## config.mk

```make
export PLATFORM = sky130hd
export DESIGN_NAME = six_step_commutation_startup_flat
export DESIGN_NICKNAME = d
export VERILOG_FILES = /design/src/rtl/core/ssc_pkg.sv /design/src/rtl/core/ssc_if.sv /design/src/rtl/core/ssc_cfg_regs.sv /design/src/rtl/core/ssc_core.sv /design/src/rtl/core/six_step_commutation_startup.sv /design/src/flat_wrapper.sv
export SDC_FILE = /design/constraint.sdc
export NUM_CORES = 1
export LEC_CHECK = 0
export ABC_AREA = 1
export BUFFER_PORTS_ARGS = -buffer_cell sky130_fd_sc_hd__buf_2
export CORE_MARGIN = 2
export CORE_UTILIZATION = 40
export CTS_BUF_LIST = sky130_fd_sc_hd__clkbuf_8
export CTS_CLUSTER_DIAMETER = 30
export DETAILED_ROUTE_END_ITERATION = 8
export PLACE_DENSITY = 0.69
export SLEW_MARGIN = 20
export SYNTH_ARGS = -nofsm -noshare
export SYNTH_HDL_FRONTEND = slang
export SYNTH_HIERARCHICAL = 1
export SYNTH_SLANG_ARGS = --single-unit
```

## constraint.sdc

```tcl
create_clock -name clk_i -period 10.6 [get_ports clk_i]
set_clock_uncertainty 0.2 [all_clocks]
set_input_delay 2.12 -clock clk_i [delete_from_list [all_inputs] [get_ports clk_i]]
set_output_delay 2.12 -clock clk_i [all_outputs]
set_load 0.005 [all_outputs]
```

## src/rtl/core/ssc_pkg.sv

```systemverilog
// Shared types, constants and the commutation select table of the six-step controller.
package ssc_pkg;

  localparam int unsigned OpW     = 2;
  localparam int unsigned ThrW    = 12;
  localparam int unsigned DutyW   = 12;
  localparam int unsigned PeriodW = 16;
  localparam int unsigned StepW   = 3;
  localparam int unsigned SelW    = 2;
  localparam int unsigned AddrW   = 5;
  localparam int unsigned DataW   = 32;
  localparam int unsigned RegIdxW = 3;

  localparam logic [ThrW-1:0]    StartThresholdRst = 12'd1500;
  localparam logic [DutyW-1:0]   DutyStartRst      = 12'd151;
  localparam logic [DutyW-1:0]   DutyLimitRst      = 12'd400;
  localparam logic [PeriodW-1:0] PeriodStartRst    = 16'd3500;
  localparam logic [PeriodW-1:0] PeriodLimitRst    = 16'd1980;
  localparam logic [PeriodW-1:0] PeriodOffsetRst   = 16'd4050;
  localparam logic [DutyW-1:0]   AppliedDutyRst    = 12'd1000;
  localparam logic [PeriodW-1:0] AppliedPeriodRst  = 16'd48000;

  localparam logic [StepW-1:0] StepLast = 3'd5;
  localparam logic [SelW-1:0]  SelOff   = 2'd3;

  typedef enum logic [OpW-1:0] {
    OP_THROTTLE  = 2'd0,
    OP_RAMP      = 2'd1,
    OP_COMMUTATE = 2'd2,
    OP_NONE      = 2'd3
  } ssc_op_e;

  typedef enum logic [RegIdxW-1:0] {
    REG_START_THRESHOLD = 3'd0,
    REG_DUTY_START      = 3'd1,
    REG_DUTY_LIMIT      = 3'd2,
    REG_PERIOD_START    = 3'd3,
    REG_PERIOD_LIMIT    = 3'd4,
    REG_PERIOD_OFFSET   = 3'd5
  } ssc_reg_e;

  typedef struct packed {
    logic [ThrW-1:0]    start_threshold;
    logic [DutyW-1:0]   duty_start;
    logic [DutyW-1:0]   duty_limit;
    logic [PeriodW-1:0] period_start;
    logic [PeriodW-1:0] period_limit;
    logic [PeriodW-1:0] period_offset;
  } ssc_cfg_t;

  // Everything a result transaction reports.
  typedef struct packed {
    logic [SelW-1:0]    high_select;
    logic [SelW-1:0]    low_select;
    logic [DutyW-1:0]   pwm_compare;
    logic [PeriodW-1:0] commutation_period;
    logic [StepW-1:0]   step_index;
    logic               running;
    logic               throttle_mode;
  } ssc_result_t;

  // High/low select pair for a step; out-of-range steps switch everything off.
  function automatic logic [2*SelW-1:0] ssc_step_sel(input logic [StepW-1:0] step);
    logic [2*SelW-1:0] sel;
    unique case (step)
      3'd0:    sel = {2'd1, 2'd0};
      3'd1:    sel = {2'd2, 2'd0};
      3'd2:    sel = {2'd2, 2'd1};
      3'd3:    sel = {2'd0, 2'd1};
      3'd4:    sel = {2'd0, 2'd2};
      3'd5:    sel = {2'd1, 2'd2};
      default: sel = {SelOff, SelOff};
    endcase
    return sel;
  endfunction

endpackage

```

## src/rtl/core/ssc_if.sv

```systemverilog
// Valid/ready channel interfaces for event and result transactions.
interface ssc_in_if;
  logic                       valid;
  logic                       ready;
  logic [ssc_pkg::OpW-1:0]    operation;
  logic [ssc_pkg::ThrW-1:0]   throttle;

  modport source (output valid, operation, throttle, input ready);
  modport sink   (input valid, operation, throttle, output ready);
endinterface

interface ssc_out_if;
  logic                         valid;
  logic                         ready;
  logic [ssc_pkg::SelW-1:0]     high_select;
  logic [ssc_pkg::SelW-1:0]     low_select;
  logic [ssc_pkg::DutyW-1:0]    pwm_compare;
  logic [ssc_pkg::PeriodW-1:0]  commutation_period;
  logic [ssc_pkg::StepW-1:0]    step_index;
  logic                         running;
  logic                         throttle_mode;

  modport source (output valid, high_select, low_select, pwm_compare, commutation_period,
                  step_index, running, throttle_mode, input ready);
  modport sink   (input valid, high_select, low_select, pwm_compare, commutation_period,
                  step_index, running, throttle_mode, output ready);
endinterface

```

## src/rtl/core/ssc_cfg_regs.sv

```systemverilog
// APB register file holding thresholds and ramp limits.
module ssc_cfg_regs (
  input  logic                       clk_i,
  input  logic                       rst_ni,
  input  logic                       psel,
  input  logic                       penable,
  input  logic                       pwrite,
  input  logic [ssc_pkg::AddrW-1:0]  paddr,
  input  logic [ssc_pkg::DataW-1:0]  pwdata,
  output logic [ssc_pkg::DataW-1:0]  prdata,
  output logic                       pready,
  output ssc_pkg::ssc_cfg_t          cfg_o
);
  import ssc_pkg::*;

  ssc_cfg_t         cfg_q, cfg_d;
  logic             wr_en;
  logic [RegIdxW-1:0] idx;

  assign pready = 1'b1;
  assign wr_en  = psel && penable && pwrite;
  assign idx    = paddr[AddrW-1:2];

  always_comb begin
    cfg_d = cfg_q;
    if (wr_en) begin
      unique case (idx)
        REG_START_THRESHOLD: cfg_d.start_threshold = pwdata[ThrW-1:0];
        REG_DUTY_START:      cfg_d.duty_start      = pwdata[DutyW-1:0];
        REG_DUTY_LIMIT:      cfg_d.duty_limit      = pwdata[DutyW-1:0];
        REG_PERIOD_START:    cfg_d.period_start    = pwdata[PeriodW-1:0];
        REG_PERIOD_LIMIT:    cfg_d.period_limit    = pwdata[PeriodW-1:0];
        REG_PERIOD_OFFSET:   cfg_d.period_offset   = pwdata[PeriodW-1:0];
        default: ;
      endcase
    end
  end

  always_comb begin
    prdata = '0;
    unique case (idx)
      REG_START_THRESHOLD: prdata = {{(DataW-ThrW){1'b0}}, cfg_q.start_threshold};
      REG_DUTY_START:      prdata = {{(DataW-DutyW){1'b0}}, cfg_q.duty_start};
      REG_DUTY_LIMIT:      prdata = {{(DataW-DutyW){1'b0}}, cfg_q.duty_limit};
      REG_PERIOD_START:    prdata = {{(DataW-PeriodW){1'b0}}, cfg_q.period_start};
      REG_PERIOD_LIMIT:    prdata = {{(DataW-PeriodW){1'b0}}, cfg_q.period_limit};
      REG_PERIOD_OFFSET:   prdata = {{(DataW-PeriodW){1'b0}}, cfg_q.period_offset};
      default:             prdata = '0;
    endcase
  end

  always_ff @(posedge clk_i or negedge rst_ni) begin
    if (!rst_ni) begin
      cfg_q.start_threshold <= StartThresholdRst;
      cfg_q.duty_start      <= DutyStartRst;
      cfg_q.duty_limit      <= DutyLimitRst;
      cfg_q.period_start    <= PeriodStartRst;
      cfg_q.period_limit    <= PeriodLimitRst;
      cfg_q.period_offset   <= PeriodOffsetRst;
    end else begin
      cfg_q <= cfg_d;
    end
  end

  assign cfg_o = cfg_q;

endmodule

```

## src/rtl/core/ssc_core.sv

```systemverilog
// Controller state and its per-event update.
module ssc_core (
  input  logic                       clk_i,
  input  logic                       rst_ni,
  input  ssc_pkg::ssc_cfg_t          cfg_i,
  input  logic                       exec_i,
  input  logic [ssc_pkg::OpW-1:0]    op_i,
  input  logic [ssc_pkg::ThrW-1:0]   thr_i,
  output ssc_pkg::ssc_result_t       state_o
);
  import ssc_pkg::*;

  logic               run_q, run_d;
  logic               mode_q, mode_d;
  logic [StepW-1:0]   step_q, step_d;
  logic [DutyW-1:0]   ramp_duty_q, ramp_duty_d;
  logic [PeriodW-1:0] ramp_period_q, ramp_period_d;
  logic [DutyW-1:0]   duty_q, duty_d;
  logic [PeriodW-1:0] period_q, period_d;
  logic [SelW-1:0]    hi_q, hi_d, lo_q, lo_d;

  logic below, above, duty_done, period_done;
  logic [2*SelW-1:0] sel;
  ssc_op_e op;

  assign op          = ssc_op_e'(op_i);
  assign below       = thr_i < cfg_i.start_threshold;
  assign above       = thr_i > cfg_i.start_threshold;
  assign duty_done   = !(ramp_duty_q < cfg_i.duty_limit);
  assign period_done = !(ramp_period_q > cfg_i.period_limit);
  assign sel         = ssc_step_sel(step_q);

  always_comb begin
    run_d         = run_q;
    mode_d        = mode_q;
    step_d        = step_q;
    ramp_duty_d   = ramp_duty_q;
    ramp_period_d = ramp_period_q;
    duty_d        = duty_q;
    period_d      = period_q;
    hi_d          = hi_q;
    lo_d          = lo_q;
    if (exec_i) begin
      unique case (op)
        OP_THROTTLE: begin
          if (below) begin
            mode_d        = 1'b0;
            ramp_duty_d   = cfg_i.duty_start;
            ramp_period_d = cfg_i.period_start;
            if (run_q) begin
              run_d  = 1'b0;
              hi_d   = SelOff;
              lo_d   = SelOff;
              step_d = '0;
            end
          end else begin
            if (!run_q) step_d = '0;
            run_d = 1'b1;
            // mode can only already be set when running
            if (mode_q && above) begin
              period_d = ({{(PeriodW-ThrW){1'b0}}, thr_i} < cfg_i.period_offset) ?
                         cfg_i.period_offset - {{(PeriodW-ThrW){1'b0}}, thr_i} : '0;
            end
          end
        end
        OP_RAMP: begin
          if (run_q && !mode_q) begin
            duty_d   = ramp_duty_q;
            period_d = ramp_period_q;
            if (!duty_done)   ramp_duty_d   = ramp_duty_q + 1'b1;
            if (!period_done) ramp_period_d = ramp_period_q - 1'b1;
            if (duty_done && period_done) mode_d = 1'b1;
          end
        end
        OP_COMMUTATE: begin
          if (run_q) begin
            {hi_d, lo_d} = sel;
            step_d = (step_q < StepLast) ? step_q + 1'b1 : '0;
          end
        end
        default: ;
      endcase
    end
  end

  always_ff @(posedge clk_i or negedge rst_ni) begin
    if (!rst_ni) begin
      run_q         <= 1'b0;
      mode_q        <= 1'b0;
      step_q        <= '0;
      ramp_duty_q   <= DutyStartRst;
      ramp_period_q <= PeriodStartRst;
      duty_q        <= AppliedDutyRst;
      period_q      <= AppliedPeriodRst;
      hi_q          <= '0;
      lo_q          <= '0;
    end else begin
      run_q         <= run_d;
      mode_q        <= mode_d;
      step_q        <= step_d;
      ramp_duty_q   <= ramp_duty_d;
      ramp_period_q <= ramp_period_d;
      duty_q        <= duty_d;
      period_q      <= period_d;
      hi_q          <= hi_d;
      lo_q          <= lo_d;
    end
  end

  // state after this event, captured into the result register
  assign state_o = '{high_select: hi_d, low_select: lo_d, pwm_compare: duty_d,
                     commutation_period: period_d, step_index: step_d,
                     running: run_d, throttle_mode: mode_d};

`ifndef SYNTHESIS
  a_step_range: assert property (@(posedge clk_i) disable iff (!rst_ni)
    step_q <= StepLast) else $error("step index out of range");

  a_mode_needs_run: assert property (@(posedge clk_i) disable iff (!rst_ni)
    mode_q |-> run_q) else $error("throttle mode without run");

  a_ramp_applies: assert property (@(posedge clk_i) disable iff (!rst_ni)
    exec_i && op_i == OP_RAMP && run_q && !mode_q |=> duty_q == $past(ramp_duty_q)
      && period_q == $past(ramp_period_q)) else $error("ramp values not applied");
`endif

endmodule

```

## src/rtl/core/six_step_commutation_startup.sv

```systemverilog
// Top level of the six-step commutation controller with open-loop startup ramp.
// One event (throttle sample, ramp tick or commutation tick) per transaction on
// item_i yields exactly one result transaction on result_o reporting the state
// after the event. Events pass an input register, the state update (compares, one
// increment/decrement, a six-entry select table) and a result register, so one
// event is accepted every cycle while no finished result is held back by ready; each
// result is presented from the result register until it is taken. While a finished result
// waits for ready, the input register can take one more event and then holds
// item_i.ready low until the result goes. Thresholds and ramp limits sit in APB
// registers at byte addresses 0x00..0x14; write them only while no event is in flight.
module six_step_commutation_startup (
  input  logic                       clk_i,
  input  logic                       rst_ni,
  input  logic                       psel,
  input  logic                       penable,
  input  logic                       pwrite,
  input  logic [ssc_pkg::AddrW-1:0]  paddr,
  input  logic [ssc_pkg::DataW-1:0]  pwdata,
  output logic [ssc_pkg::DataW-1:0]  prdata,
  output logic                       pready,
  ssc_in_if.sink                     item_i,
  ssc_out_if.source                  result_o
);
  import ssc_pkg::*;

  ssc_cfg_t        cfg;
  ssc_result_t     state_nxt;

  // input register
  logic            in_vld_q, in_vld_d;
  logic [OpW-1:0]  in_op_q;
  logic [ThrW-1:0] in_thr_q;
  // result register
  logic            out_vld_q, out_vld_d;
  ssc_result_t     res_q;

  logic adv, exec, in_take;

  assign adv     = !out_vld_q || result_o.ready;   // result slot free this cycle
  assign exec    = in_vld_q && adv;                 // event updates state now
  assign item_i.ready = !in_vld_q || adv;
  assign in_take = item_i.valid && item_i.ready;

  always_comb begin
    in_vld_d = in_vld_q;
    if (in_take)   in_vld_d = 1'b1;
    else if (exec) in_vld_d = 1'b0;
    out_vld_d = out_vld_q;
    if (exec)                 out_vld_d = 1'b1;
    else if (result_o.ready)  out_vld_d = 1'b0;
  end

  always_ff @(posedge clk_i or negedge rst_ni) begin
    if (!rst_ni) begin
      in_vld_q  <= 1'b0;
      out_vld_q <= 1'b0;
    end else begin
      in_vld_q  <= in_vld_d;
      out_vld_q <= out_vld_d;
    end
  end

  // payload registers, no reset needed
  always_ff @(posedge clk_i) begin
    if (in_take) begin
      in_op_q  <= item_i.operation;
      in_thr_q <= item_i.throttle;
    end
    if (exec) res_q <= state_nxt;
  end

  ssc_cfg_regs u_cfg (
    .clk_i   (clk_i),
    .rst_ni  (rst_ni),
    .psel    (psel),
    .penable (penable),
    .pwrite  (pwrite),
    .paddr   (paddr),
    .pwdata  (pwdata),
    .prdata  (prdata),
    .pready  (pready),
    .cfg_o   (cfg)
  );

  ssc_core u_core (
    .clk_i   (clk_i),
    .rst_ni  (rst_ni),
    .cfg_i   (cfg),
    .exec_i  (exec),
    .op_i    (in_op_q),
    .thr_i   (in_thr_q),
    .state_o (state_nxt)
  );

  assign result_o.valid              = out_vld_q;
  assign result_o.high_select        = res_q.high_select;
  assign result_o.low_select         = res_q.low_select;
  assign result_o.pwm_compare        = res_q.pwm_compare;
  assign result_o.commutation_period = res_q.commutation_period;
  assign result_o.step_index         = res_q.step_index;
  assign result_o.running            = res_q.running;
  assign result_o.throttle_mode      = res_q.throttle_mode;

`ifndef SYNTHESIS
  a_result_from_event: assert property (@(posedge clk_i) disable iff (!rst_ni)
    $rose(out_vld_q) |-> $past(in_vld_q)) else $error("result without event");

  a_stall_holds_event: assert property (@(posedge clk_i) disable iff (!rst_ni)
    in_vld_q && !adv |=> in_vld_q && $stable(in_op_q) && $stable(in_thr_q))
    else $error("stalled event lost");

  a_no_overrun: assert property (@(posedge clk_i) disable iff (!rst_ni)
    out_vld_q && !result_o.ready |=> out_vld_q && $stable(res_q))
    else $error("pending result overwritten");
`endif

endmodule

```

## src/flat_wrapper.sv

```systemverilog
// flat-port wrapper written by rule: the top's interface ports become plain ports
module six_step_commutation_startup_flat import ssc_pkg::*;
  (clk_i, rst_ni, psel, penable, pwrite, paddr, pwdata, prdata, pready, item_i_valid, item_i_operation, item_i_throttle, item_i_ready, result_o_valid, result_o_high_select, result_o_low_select, result_o_pwm_compare, result_o_commutation_period, result_o_step_index, result_o_running, result_o_throttle_mode, result_o_ready);
  ssc_in_if item_i_i ();
  ssc_out_if result_o_i ();
  input  logic clk_i;
  input  logic rst_ni;
  input  logic psel;
  input  logic penable;
  input  logic pwrite;
  input  logic [ssc_pkg::AddrW-1:0] paddr;
  input  logic [ssc_pkg::DataW-1:0] pwdata;
  output logic [ssc_pkg::DataW-1:0] prdata;
  output logic pready;
  input wire logic [$bits(item_i_i.valid)-1:0] item_i_valid;
  input wire logic [$bits(item_i_i.operation)-1:0] item_i_operation;
  input wire logic [$bits(item_i_i.throttle)-1:0] item_i_throttle;
  output wire logic [$bits(item_i_i.ready)-1:0] item_i_ready;
  output wire logic [$bits(result_o_i.valid)-1:0] result_o_valid;
  output wire logic [$bits(result_o_i.high_select)-1:0] result_o_high_select;
  output wire logic [$bits(result_o_i.low_select)-1:0] result_o_low_select;
  output wire logic [$bits(result_o_i.pwm_compare)-1:0] result_o_pwm_compare;
  output wire logic [$bits(result_o_i.commutation_period)-1:0] result_o_commutation_period;
  output wire logic [$bits(result_o_i.step_index)-1:0] result_o_step_index;
  output wire logic [$bits(result_o_i.running)-1:0] result_o_running;
  output wire logic [$bits(result_o_i.throttle_mode)-1:0] result_o_throttle_mode;
  input wire logic [$bits(result_o_i.ready)-1:0] result_o_ready;
  assign item_i_i.valid = item_i_valid;
  assign item_i_i.operation = item_i_operation;
  assign item_i_i.throttle = item_i_throttle;
  assign item_i_ready = item_i_i.ready;
  assign result_o_valid = result_o_i.valid;
  assign result_o_high_select = result_o_i.high_select;
  assign result_o_low_select = result_o_i.low_select;
  assign result_o_pwm_compare = result_o_i.pwm_compare;
  assign result_o_commutation_period = result_o_i.commutation_period;
  assign result_o_step_index = result_o_i.step_index;
  assign result_o_running = result_o_i.running;
  assign result_o_throttle_mode = result_o_i.throttle_mode;
  assign result_o_i.ready = result_o_ready;
  six_step_commutation_startup u_core (.clk_i(clk_i), .rst_ni(rst_ni), .psel(psel), .penable(penable), .pwrite(pwrite), .paddr(paddr), .pwdata(pwdata), .prdata(prdata), .pready(pready), .item_i(item_i_i), .result_o(result_o_i));
endmodule
```

==> results of run 1 <==
==> layout make-up <==
| type | count | share of cell area (%) |
|---|---|---|
| flip-flops and latches | 202 | 39.3 |
| multi-input cells | 1094 | 41.2 |
| clock inverters | 38 | 2.44 |
| repair buffers | 98 | 3.69 |
| clock buffers | 50 | 5.02 |
| inverters | 175 | 4.79 |
| well taps | 390 | 3.56 |
==> cells in the mapped netlist (all sizes together) (3+ instances only) <==
master	count	area (sq um)
dfstp	63	1660
nand2	509	1950
or2	4	25.0
a21oi	54	308
buf	49	342
inv	174	653
xor2	11	96.3
nor2	108	470
ha	58	726
clkbuf	23	86.3
dfrtp	88	2200
o31ai	3	22.5
edfxtp	51	1530
a221oi	16	140
nor3	11	88.8
o22ai	3	18.8
o21ai	138	751
nand3	94	485
nand4	38	238
mux2i	6	60.1
==> report_power, final <==
group / internal, mW / total (mW) / switching [mW]
logic: 0.319 / 0.871 / 0.552
clock network: 0.570 / 0.965 / 0.395
registers: 1.05 / 1.26 / 0.207
==> sequential cells by signal (all words and copies together) (netlist names), 2 cells and up <==
name	flops
u_core/u_core/ramp_duty_q	12
u_core/result_o.commutation_period	16
u_core/result_o.pwm_compare	12
u_core/u_core/lo_q	2
u_core/in_op_q	2
u_core/result_o.high_select	2
u_core/in_thr_q	12
u_core/u_core/period_q	16
u_core/u_cfg/cfg_o	84
u_core/u_core/duty_q	12
u_core/u_core/hi_q	2
u_core/u_core/step_q	3
u_core/result_o.step_index	3
u_core/result_o.low_select	2
u_core/u_core/ramp_period_q	16
==> tightest hold or removal path: stages (launching register included) <==
cell and delay, ns:
dfstp_2 0.36, nand2_1 0.05, o21ai_1 0.07
==> per-layer routing <==
layer	track usage (%)	up-vias	part of all wire, %
met5	0	-	0
met4	7.65	0	2.6
met1	30.1	5009	45
met2	33.0	428	45
met3	3.90	64	7.3
li1	-	5162	-
==> stage by stage <==
stage	setup WS [ns]	std cells	utilization, %	hold slack, ns
floorplan	4.76	1543	-	0.255
global placement	4.19	1959	42.8	0.274
detailed placement	4.19	1959	42.8	0.278
CTS	4.18	2047	46.3	0.286
global route	3.97	2047	46.3	0.299
finish	4.08	2047	46.3	0.281
==> cells in the final DEF, fill, tap and decap left out, types with 6 or more instances in the layout <==
master / netlist / final
nand2_1: 501 / 501
inv_1: 167 / 173
o21ai_0: 109 / 109
nor2_1: 96 / 96
buf_2: 9 / 93
nand3_1: 91 / 90
dfrtp_1: 88 / 88
dfstp_2: 63 / 63
ha_1: 58 / 58
edfxtp_1: 51 / 51
clkbuf_8: 0 / 50
a21oi_1: 44 / 43
nand4_1: 38 / 38
conb_1: 2 / 17
o21ai_2: 16 / 16
a221oi_1: 16 / 16
o21ai_1: 13 / 13
xor2_1: 11 / 11
clkinv_1: 1 / 10
a21oi_2: 10 / 10
clkinv_2: 0 / 8
nor3_1: 8 / 8
inv_2: 7 / 7
nor2_4: 7 / 7
mux2i_1: 6 / 6
==> cells by family (layout without fill, tap and decap cells) <==
family	after synthesis	in the layout	share of synthesized area (%)
other	2	17	0.0623
adders and majority gates	59	59	6.19
muxes	8	8	0.685
and+or+nand+nor	771	771	27.4
xor gates and xnor gates	13	13	0.944
DFF	202	202	44.7
AOI/OAI and AO/OA	226	226	11.0
buffers and inverters	247	361	9.00
==> worst max path at each step <==
stage | from | end
after floorplan | result_o_ready | u_core/result_o.commutation_period[12]
after global placement | paddr[4] | prdata[15]
after detailed placement | paddr[4] | prdata[15]
after CTS | paddr[4] | prdata[15]
after global routing | paddr[4] | prdata[15]
final | paddr[4] | prdata[15]
==> summary.md, run 1 <==
| Metric | Value |
|---|---|
| Synth warn | `6` |
| Worst path depth | `7` |
| Multi-input gate area | `5650 sq um` |
| DRC | `0` |
| Post-synth EDFFs | `51` |
| Worst Path Buf+Inv | `4` |
| Hpwl dp | `24200 um` |
| Die footprint | `about 32000 sq um` |
| CTS Buffer Depth | `3` |
| Number of diodes | `0` |
| Initial antenna violation count | `0` |
| Synthesized flop and latch total | `a little over 200` |
| Seq/Total Area, Yosys | `44.7%` |
| Lkg Pwr | `about 6.8 nW` |
| FF+latch area | `5390 sq um` |
| Largest net degree at the start of global routing | `between 80 and 90` |
| Syn Inst Count | `1528` |
| Post-layout total power | `3.10 mW` |
| P&R area growth vs syn | `13.8%` |
| Critical R2R Launch | `u_core/in_op_q[0]` |
| Hold Fails Final Rpt | `0` |
| Cell Rows | `63` |
| Hold Path End | `u_core/u_core/duty_q[7]` |
| TritonCTS Buffers | `between 40 and 50` |
| Die Y | `178 um` |
| Least-Margin Pin Slew | `around 0.93 ns` |
| Drt initial violations | `1050` |
| Vias per inst | `5.21` |
| Clk Latency, worst-skew pair | `0.58 ns` |
| IO Count | `130` |
| Setup CP Type | `in -> out` |
| Setup-failing EPs final | `0` |
| Final antenna-violating net count | `0` |
| Die Span X | `178 um` |
| Hold/Removal Path Class | `reg -> reg` |
| Worst hold path depth | `2` |
| TritonCTS clock tree | `yes` |
| Worst reg2reg path endpoint | `u_core/result_o.pwm_compare[2]` |
| Cell family with most CP delay | `buffers and inverters` |
| Final #Nets | `1735` |
| Crit path cell chain | `buf_2 -> inv_2 -> nand3_2 -> inv_1 -> nand2_1 -> nand3_1 -> buf_2` |
| Hold_sp | `u_core/u_core/duty_q[7]` |
| WP data required | `8.28 ns` |
| PortBufs | `94` |
| Crit Path Max Fanout | `37` |
| Async SR Flop Fraction | `74.8%` |
| Run status | `complete, no violations` |
| PD cells | `226 nW/um^2` |
| First-pass GRT wire length | `53000 um` |
| Placed cell area | `roughly 13000 sq um` |
| Initial Utilization | `40.7%` |
| Post-route setup TNS | `0 ns` |
| Layout cell share with drive strength beyond 1 | `18.2%` |
| Max_cap viols | `0` |
| Max VDD drop | `83.4 uV` |
| GPL Wtd Cong | `0.914` |
| Slew HR | `37.7%` |
| First-pass iteration count of the detailed router | `6` |
| Post-synthesis cell type count | `52` |
| Hold_buf cts | `0` |
| CTS clk-pin slew, worst paths | `~0.050 ns` |
| Vias in the first global route | `9920` |
| GRT Total Usage | `21.4%` |
| CP startpoint kind | `input pin` |
| CTS Sinks | `202` |
| Synthesized area | `12100 sq um` |
| CP max stage delay | `0.57 ns` |
| Final period util | `61.5%` |
| Fill cells | `2916` |
| Critical path's slowest cell | `inv_2` |
| GRT overflow | `0` |
| Worst r2r path cells | `7` |
| CTS resizes | `0` |
| RSZ-0062 raised after global routing | `no` |
| Worst Setup End Kind | `output port` |
| Final Instance Area | `about 14000 sq um` |
| CTS root buffer | `clkbuf_8` |
| Post-CTS setup buffers | `0` |
| Worst reg-to-reg setup slack | `6.84 ns` |
| Fmax | `0.153 GHz` |
| Via count | `10663` |
| Routed wire length | `between 30000 and 40000 um` |
| Core area | `29600 sq um` |
| Synth Flop Type | `dfrtp_1` |
| Min cycle time layout | `6.52 ns` |
| Critical Path AT | `4.20 ns` |
| Wire length per cell | `16.5 um` |
| Mean Syn Cell Area | `between 7 and 8 sq um` |
| CP most frequent cell | `buf_2` |
| Max H-tree Level | `2` |
| Slew Limit Fails | `0` |
Power figures use the tool's default switching activity.
==> inputs of run 2 (changes only) <==
--- a/config.mk
+++ b/config.mk
@@ -5,7 +5,7 @@
 export SDC_FILE = /design/constraint.sdc
 export NUM_CORES = 1
 export LEC_CHECK = 0
-export ABC_AREA = 1
+export ABC_AREA = 0
 export BUFFER_PORTS_ARGS = -buffer_cell sky130_fd_sc_hd__buf_2
 export CORE_MARGIN = 2
 export CORE_UTILIZATION = 40
==> constraint.sdc (replaced) <==
create_clock -name clk_i -period 6.6 [get_ports clk_i]
set_clock_uncertainty 0.2 [all_clocks]
set_input_delay 1.32 -clock clk_i [delete_from_list [all_inputs] [get_ports clk_i]]
set_output_delay 1.32 -clock clk_i [all_outputs]
set_load 0.005 [all_outputs]
==> summary.md, run 2 <==
| Metric | Value |
|---|---|
| Worst Path Buf+Inv | `3 (was 4)` |
| DRC | `0 (unchanged)` |
| CP startpoint kind | `input pin (unchanged)` |
| Drt initial violations | `836 (was 1050)` |
| Slew HR | `32.2% (was 37.7%)` |
| P&R area growth vs syn | `15.9% (was 13.8%)` |
| Cell family with most CP delay | `buffers and inverters (unchanged)` |
| CTS resizes | `0 (unchanged)` |
| Core area | `28600 sq um (was 29600 sq um)` |
| Least-Margin Pin Slew | `1.02 ns (was 0.934 ns)` |
| Max VDD drop | `216 uV (was 83.4 uV)` |
| Synthesized area | `11600 sq um (was 12100 sq um)` |
| Min cycle time layout | `4.62 ns` |
| Seq/Total Area, Yosys | `46.4% (was 44.7%)` |
| TritonCTS Buffers | `50 (was 47)` |
| Routed wire length | `31300 um (was 33800 um)` |
| Synth area leaders | `dfrtp_1, dfstp_2, edfxtp_1 (was dfrtp_1, nand2_1, dfstp_2)` |
| GRT overflow | `0 (unchanged)` |
| Post-route setup TNS | `0 ns (unchanged)` |
| Lkg Pwr | `5.71 nW (was 6.78 nW)` |
| First-pass iteration count of the detailed router | `5 (was 6)` |
| Die footprint | `30400 sq um (was 31500 sq um)` |
| Area leader, netlist | `dfrtp_1 (unchanged)` |
| CTS clk-pin slew, worst paths | `0.05 ns (about the same)` |
| CP most frequent cell | `buf_2 (unchanged)` |
| Placed cell area | `12200 sq um (was 12700 sq um)` |
| PD cells | `400 nW/um^2 (was 226 nW/um^2)` |
| Slew Limit Fails | `0 (unchanged)` |
| PortBufs | `94 (unchanged)` |
| Post-synth EDFFs | `51 (unchanged)` |
| Async SR Flop Fraction | `74.8% (unchanged)` |
| Synthesized flop and latch total | `202 (unchanged)` |
| Final Instance Area | `13500 sq um (was 13700 sq um)` |
| Final period util | `between 70% and 80%` |
| GPL Wtd Cong | `0.947 (was 0.914)` |
| Commonest non-fill, non-tap cell in the layout | `buf_2 (was nand2_1)` |
| Post-layout total power | `5.39 mW (was 3.10 mW)` |
| First-pass GRT wire length | `48800 um (was 53000 um)` |
| Worst Setup End Kind | `output port (unchanged)` |
| Syn Inst Count | `1040 (was 1528)` |
| Cell Rows | `62 (was 63)` |
| Fmax | `0.216 GHz` |
| Mean Syn Cell Area | `11.2 sq um (was 7.89 sq um)` |
| Final #Nets | `1250 (was 1735)` |
| Vias in the first global route | `8692 (was 9920)` |
| Commonest cells post-synth | `dfrtp_1, nand2_1, inv_1, dfstp_2, mux2_2 (was nand2_1, inv_1, o21ai_0, nor2_1, nand3_1)` |
| Hold_buf cts | `0 (unchanged)` |
| Setup CP Type | `in -> out (unchanged)` |
| Most frequent cells in the layout | `buf_2, dfrtp_1, inv_1 (was nand2_1, inv_1, o21ai_0)` |
| Final core occ | `47.0% (was 46.3%)` |
| IO Count | `130 (unchanged)` |
| Hold/Removal Path Class | `reg -> reg (unchanged)` |
| GRT Total Usage | `20.6% (was 21.4%)` |
| Critical path's slowest cell | `buf_4 (was inv_2)` |
| Crit Path Max Fanout | `24 (was 37)` |
| Post-CTS setup buffers | `0 (unchanged)` |
| Die Y | `174 um (was 178 um)` |
| Synth Flop Type | `dfrtp_1 (unchanged)` |
| Synth warn | `6 (unchanged)` |
| TritonCTS clock tree | `yes (unchanged)` |
| Number of diodes | `0 (unchanged)` |
| CTS Sinks | `202 (unchanged)` |
| RSZ-0062 raised after global routing | `no (unchanged)` |
| Fill cells | `2641 (was 2916)` |
| Synth top area share | `19.0% (was 18.3%)` |
| Run status | `complete, no violations (unchanged)` |
| CTS root buffer | `clkbuf_8 (unchanged)` |
| Largest net degree at the start of global routing | `110 (was 82)` |
| Max H-tree Level | `2 (unchanged)` |
| Post-synthesis cell type count | `94 (was 52)` |
| Initial antenna violation count | `0 (unchanged)` |
| Hold Fails Final Rpt | `0 (unchanged)` |
| Layout cell share with drive strength beyond 1 | `30.3% (was 18.2%)` |
| Max_cap viols | `0 (unchanged)` |
| Critical Path AT | `3.10 ns (was 4.20 ns)` |
| CP max stage delay | `0.47 ns (was 0.57 ns)` |
| Initial Utilization | `40.5% (was 40.7%)` |
| Crit path cell chain | `buf_2 -> buf_4 -> mux2i_1 -> a211oi_1 -> a311o_1 -> buf_2 (was buf_2 -> inv_2 -> nand3_2 -> inv_1 -> nand2_1 -> nand3_1 -> buf_2)` |
| Max reg flops | `84 (unchanged)` |
| Clk Latency, worst-skew pair | `0.55 ns (was 0.58 ns)` |
| CTS Buffer Depth | `3 (unchanged)` |
| WP data required | `5.08 ns (was 8.28 ns)` |
| Hpwl dp | `22700 um (was 24200 um)` |
| Wire length per cell | `20.1 um (was 16.5 um)` |
| Via count | `8781 (was 10663)` |
| Setup-failing EPs final | `0 (unchanged)` |
| Final antenna-violating net count | `0 (unchanged)` |
| Die Span X | `174 um (was 178 um)` |
| Count leader, synth | `dfrtp_1 (was nand2_1)` |
| Vias per inst | `5.64 (was 5.21)` |
[run 2: report_power, final]
part           leakage [nW]  internal, mW  switching [mW]
Sequential             2.26          1.75           0.354
Combinational          2.81         0.646           0.830
Clock                 0.641          1.19           0.619
Total                  5.71          3.58            1.80
[run 2: final cells by class]
| class | instances | area, sq um | share of cell area, % |
|---|---|---|---|
| Clock buffer | 57 | 785 | 5.83 |
| Clock inverter | 36 | 440 | 3.27 |
| Inverter | 71 | 267 | 1.98 |
| Multi-Input combinational cell | 708 | 5570 | 41.4 |
| Sequential cell | 202 | 5390 | 40.1 |
| Tap cell | 384 | 480 | 3.57 |
| Timing Repair Buffer | 100 | 524 | 3.90 |
[run 2: logic make-up after synthesis]
logic type      Yosys count  synth area share [%]
simple gates            261                  12.3
compound gates          244                  16.7
flops                   202                  46.4
buf+inv                 145                  6.24
mux                     121                  11.4
fa+ha+maj                59                  6.43
xor+xnor                  6                 0.453
other cells               2                0.0647
[run 2: path summary, 6_finish.rpt]
kind	start	end	slack, ns	depth (start not counted)
worst max register to register	u_core/u_cfg/cfg_o[2]	u_core/result_o.commutation_period[0]	3.23	7
worst min-delay path	u_core/u_core/duty_q[8]	u_core/u_core/duty_q[8]	0.27	2
worst max-delay path	paddr[2]	prdata[8]	1.98	6
min in group asynchronous	rst_ni	u_core/u_cfg/cfg_o[65]	0.69	1
max in group asynchronous	rst_ni	u_core/u_core/ramp_period_q[3]	4.32	2
worst min register to register	u_core/u_core/duty_q[8]	u_core/u_core/duty_q[8]	0.27	2
[run 2: routing by layer]
metal  global-route usage [%]  wire length [um]
met1                     27.7             13900
met2                     32.8             14400
met3                     3.92              1980
met4                     8.40              1020
met5                        0                 0
[run 2: worst register-to-register path, cell delays in order (launching register included)]
cell      delay [ns]
dfrtp_1         0.44
ha_1            0.38
nor2b_1         0.17
o21ai_2         0.16
a21oi_2         0.14
o41a_1          0.48
o21ai_2         0.61
o221ai_1        0.44
[run 2: per-stage QoR]
step	hold slack, ns	worst slack (ns)	cells
after floorplan	0.237	2.37	1055
after global placement	0.256	2.02	1465
after detailed placement	0.263	1.97	1465
after CTS	0.271	1.97	1558
after global routing	0.293	1.89	1558
final	0.266	1.98	1558
==> inputs of run 3 (changes only) <==
==> constraint.sdc (replaced) <==
create_clock -name clk_i -period 4.79 [get_ports clk_i]
set_clock_uncertainty 0.2 [all_clocks]
set_input_delay 0.958 -clock clk_i [delete_from_list [all_inputs] [get_ports clk_i]]
set_output_delay 0.958 -clock clk_i [all_outputs]
set_load 0.005 [all_outputs]
==> summary.md, run 3 (same netlist as run 2, synthesis figures left out) <==
| Metric | Value |
|---|---|
| Run status | `complete, no violations (unchanged)` |
| PD cells | `550 nW/um^2 (was 400 nW/um^2)` |
| Die footprint | `30400 sq um (unchanged)` |
| Met2 Use GR | `32.6% (was 32.8%)` |
| GRT Total Usage | `20.8% (was 20.6%)` |
| Global-route track usage on met1 | `28.6% (was 27.7%)` |
| Layout Cells excl Fill | `1564 (was 1558)` |
| Worst r2r path cells | `8 (was 7)` |
| Core area | `28600 sq um (unchanged)` |
| Top Usage Layer GRT | `met2 (unchanged)` |
| CTS Buffer Depth | `3 (unchanged)` |
| Clk Latency, worst-skew pair | `0.58 ns (was 0.55 ns)` |
| Max H-tree Level | `2 (unchanged)` |
| Initial Utilization | `40.5% (unchanged)` |
| First-pass GRT wire length | `49300 um (was 48800 um)` |
| Drt initial violations | `760 (was 836)` |
| Largest net degree at the start of global routing | `79 (was 110)` |
| PortBufs | `94 (unchanged)` |
| Most frequent cells in the layout | `buf_2, dfrtp_1, inv_1 (unchanged)` |
| Max VDD drop | `242 uV (was 216 uV)` |
| Hpwl dp | `22700 um (about the same)` |
| Hold_buf cts | `0 (unchanged)` |
| Hold Fails Final Rpt | `0 (unchanged)` |
| Vias in the first global route | `8601 (was 8692)` |
| Via count | `8864 (was 8781)` |
| Worst Setup End Kind | `output port (unchanged)` |
| Max_cap viols | `0 (unchanged)` |
| Post-layout total power | `7.41 mW (was 5.39 mW)` |
| Layout cell share with drive strength beyond 1 | `30.6% (was 30.3%)` |
| Die Y | `174 um (unchanged)` |
| Post-CTS setup buffers | `0 (unchanged)` |
| Setup-failing EPs final | `0 (unchanged)` |
| Routed wire length | `31600 um (was 31300 um)` |
| Critical Path AT | `2.65 ns (was 3.10 ns)` |
| Final antenna-violating net count | `0 (unchanged)` |
| CTS clk-pin slew, worst paths | `0.05 ns (about the same)` |
| IO Count | `130 (unchanged)` |
| P_sw | `2.52 mW (was 1.80 mW)` |
| Sequential power share | `39.2% (was 39.0%)` |
| Crit Path Max Fanout | `26 (was 24)` |
| Setup CP Type | `in -> out (unchanged)` |
| Least-Margin Pin Slew | `1.03 ns (was 1.02 ns)` |
| RSZ-0062 raised after global routing | `no (unchanged)` |
| Placed cells | `1470 (was 1465)` |
| TritonCTS Buffers | `50 (unchanged)` |
| Logic pwr share | `27.5% (was 27.4%)` |
| Vias per inst | `5.67 (was 5.64)` |
| Critical R2R Launch | `u_core/u_cfg/cfg_o[79] (was u_core/u_cfg/cfg_o[2])` |
| Slew HR | `31.1% (was 32.2%)` |
| Wire length per cell | `20.2 um (was 20.1 um)` |
| DRC | `0 (unchanged)` |
| Post-route setup TNS | `0 ns (unchanged)` |
| Min cycle time layout | `roughly 3.8 ns` |
| Max reg flops | `84 (unchanged)` |
| TritonCTS clock tree | `yes (unchanged)` |
| P&R area growth vs syn | `16.1% (was 15.9%)` |
| Cell Rows | `62 (unchanged)` |
| Final period util | `79.5%` |
| Lkg Pwr | `5.73 nW (was 5.71 nW)` |
| CP startpoint kind | `input pin (unchanged)` |
| Commonest non-fill, non-tap cell in the layout | `buf_2 (unchanged)` |
| Final #Nets | `1255 (was 1250)` |
| Die Span X | `174 um (unchanged)` |
| Clock Power Share | `33.4% (was 33.6%)` |
| Fin Hold WS | `0.235 ns (was 0.266 ns)` |
| Number of diodes | `0 (unchanged)` |
| CTS root buffer | `clkbuf_8 (unchanged)` |
| Fmax | `roughly 0.26 GHz` |
| Initial antenna violation count | `0 (unchanged)` |
| Slew Limit Fails | `0 (unchanged)` |
| WP data required | `3.63 ns (was 5.08 ns)` |
| Met3 Usage GRT | `3.11% (was 3.92%)` |
| CTS resizes | `0 (unchanged)` |
| First-pass iteration count of the detailed router | `5 (unchanged)` |
| Internal power | `4.89 mW (was 3.58 mW)` |
| Worst reg-to-reg setup slack | `1.36 ns (was 3.23 ns)` |
| Worst reg2reg path endpoint | `u_core/u_core/ramp_period_q[1] (was u_core/result_o.commutation_period[0])` |
| Hold/Removal Path Class | `in -> async (was reg -> reg)` |
| GRT overflow | `0 (unchanged)` |
| GPL Wtd Cong | `0.940 (was 0.947)` |
| CTS Sinks | `202 (unchanged)` |
| Sw Share | `34.0% (was 33.5%)` |
run 3: worst max-delay path, cell delays in order:
cell	delay [ns]
buf_2	0.59
buf_4	0.34
mux2i_1	0.20
o21ai_0	0.09
a221o_1	0.33
buf_2	0.13
run 3: worst max-delay path by stage:
stage,startpoint,end,slack (ns),depth (start not counted)
after global routing,paddr[2],prdata[5],0.86,6
after floorplan,result_o_ready,u_core/result_o.commutation_period[15],0.92,9
after global placement,result_o_ready,u_core/u_core/ramp_duty_q[1],0.99,7
after CTS,paddr[2],prdata[5],1.01,6
after detailed placement,result_o_ready,u_core/u_core/ramp_duty_q[1],0.91,7
final,paddr[2],prdata[5],0.98,6
run 3: area by class of cell:
type                            count  area (sq um)
Sequential cell                   202          5390
Clock inverter                     37           429
Timing Repair Buffer              105           572
Clock buffer                       57           785
Multi-Input combinational cell    708          5550
Fill cell                        2653         15200
Inverter                           71           267
Tap cell                          384           480
run 3: routing by layer:
layer  vias to the layer above  wire length (um)
met4                         0              1220
met5                         -                 0
li1                       4060                 -
met2                       326             14500
met3                        80              1760
met1                      4398             14100
run 3: through the flow:
step	area, sq um	utilization, %	setup WS, ns
finish	13500	47.1	0.982
CTS	13500	47.1	1.01
floorplan	11700	-	0.921
global route	13500	47.1	0.856
global placement	12300	42.8	0.987
detailed placement	12300	42.8	0.914
run 3: power by group through the flow:
stage / registers [mW] / clock network [mW] / logic, mW
2_1_floorplan: 2.71 / 0 / 1.53
3_3_place_gp: 2.90 / 0 / 1.93
3_5_place_dp: 2.91 / 0 / 2.00
4_1_cts: 2.89 / 2.52 / 2.02
5_1_grt: 2.96 / 2.61 / 2.26
6_report: 2.90 / 2.47 / 2.04
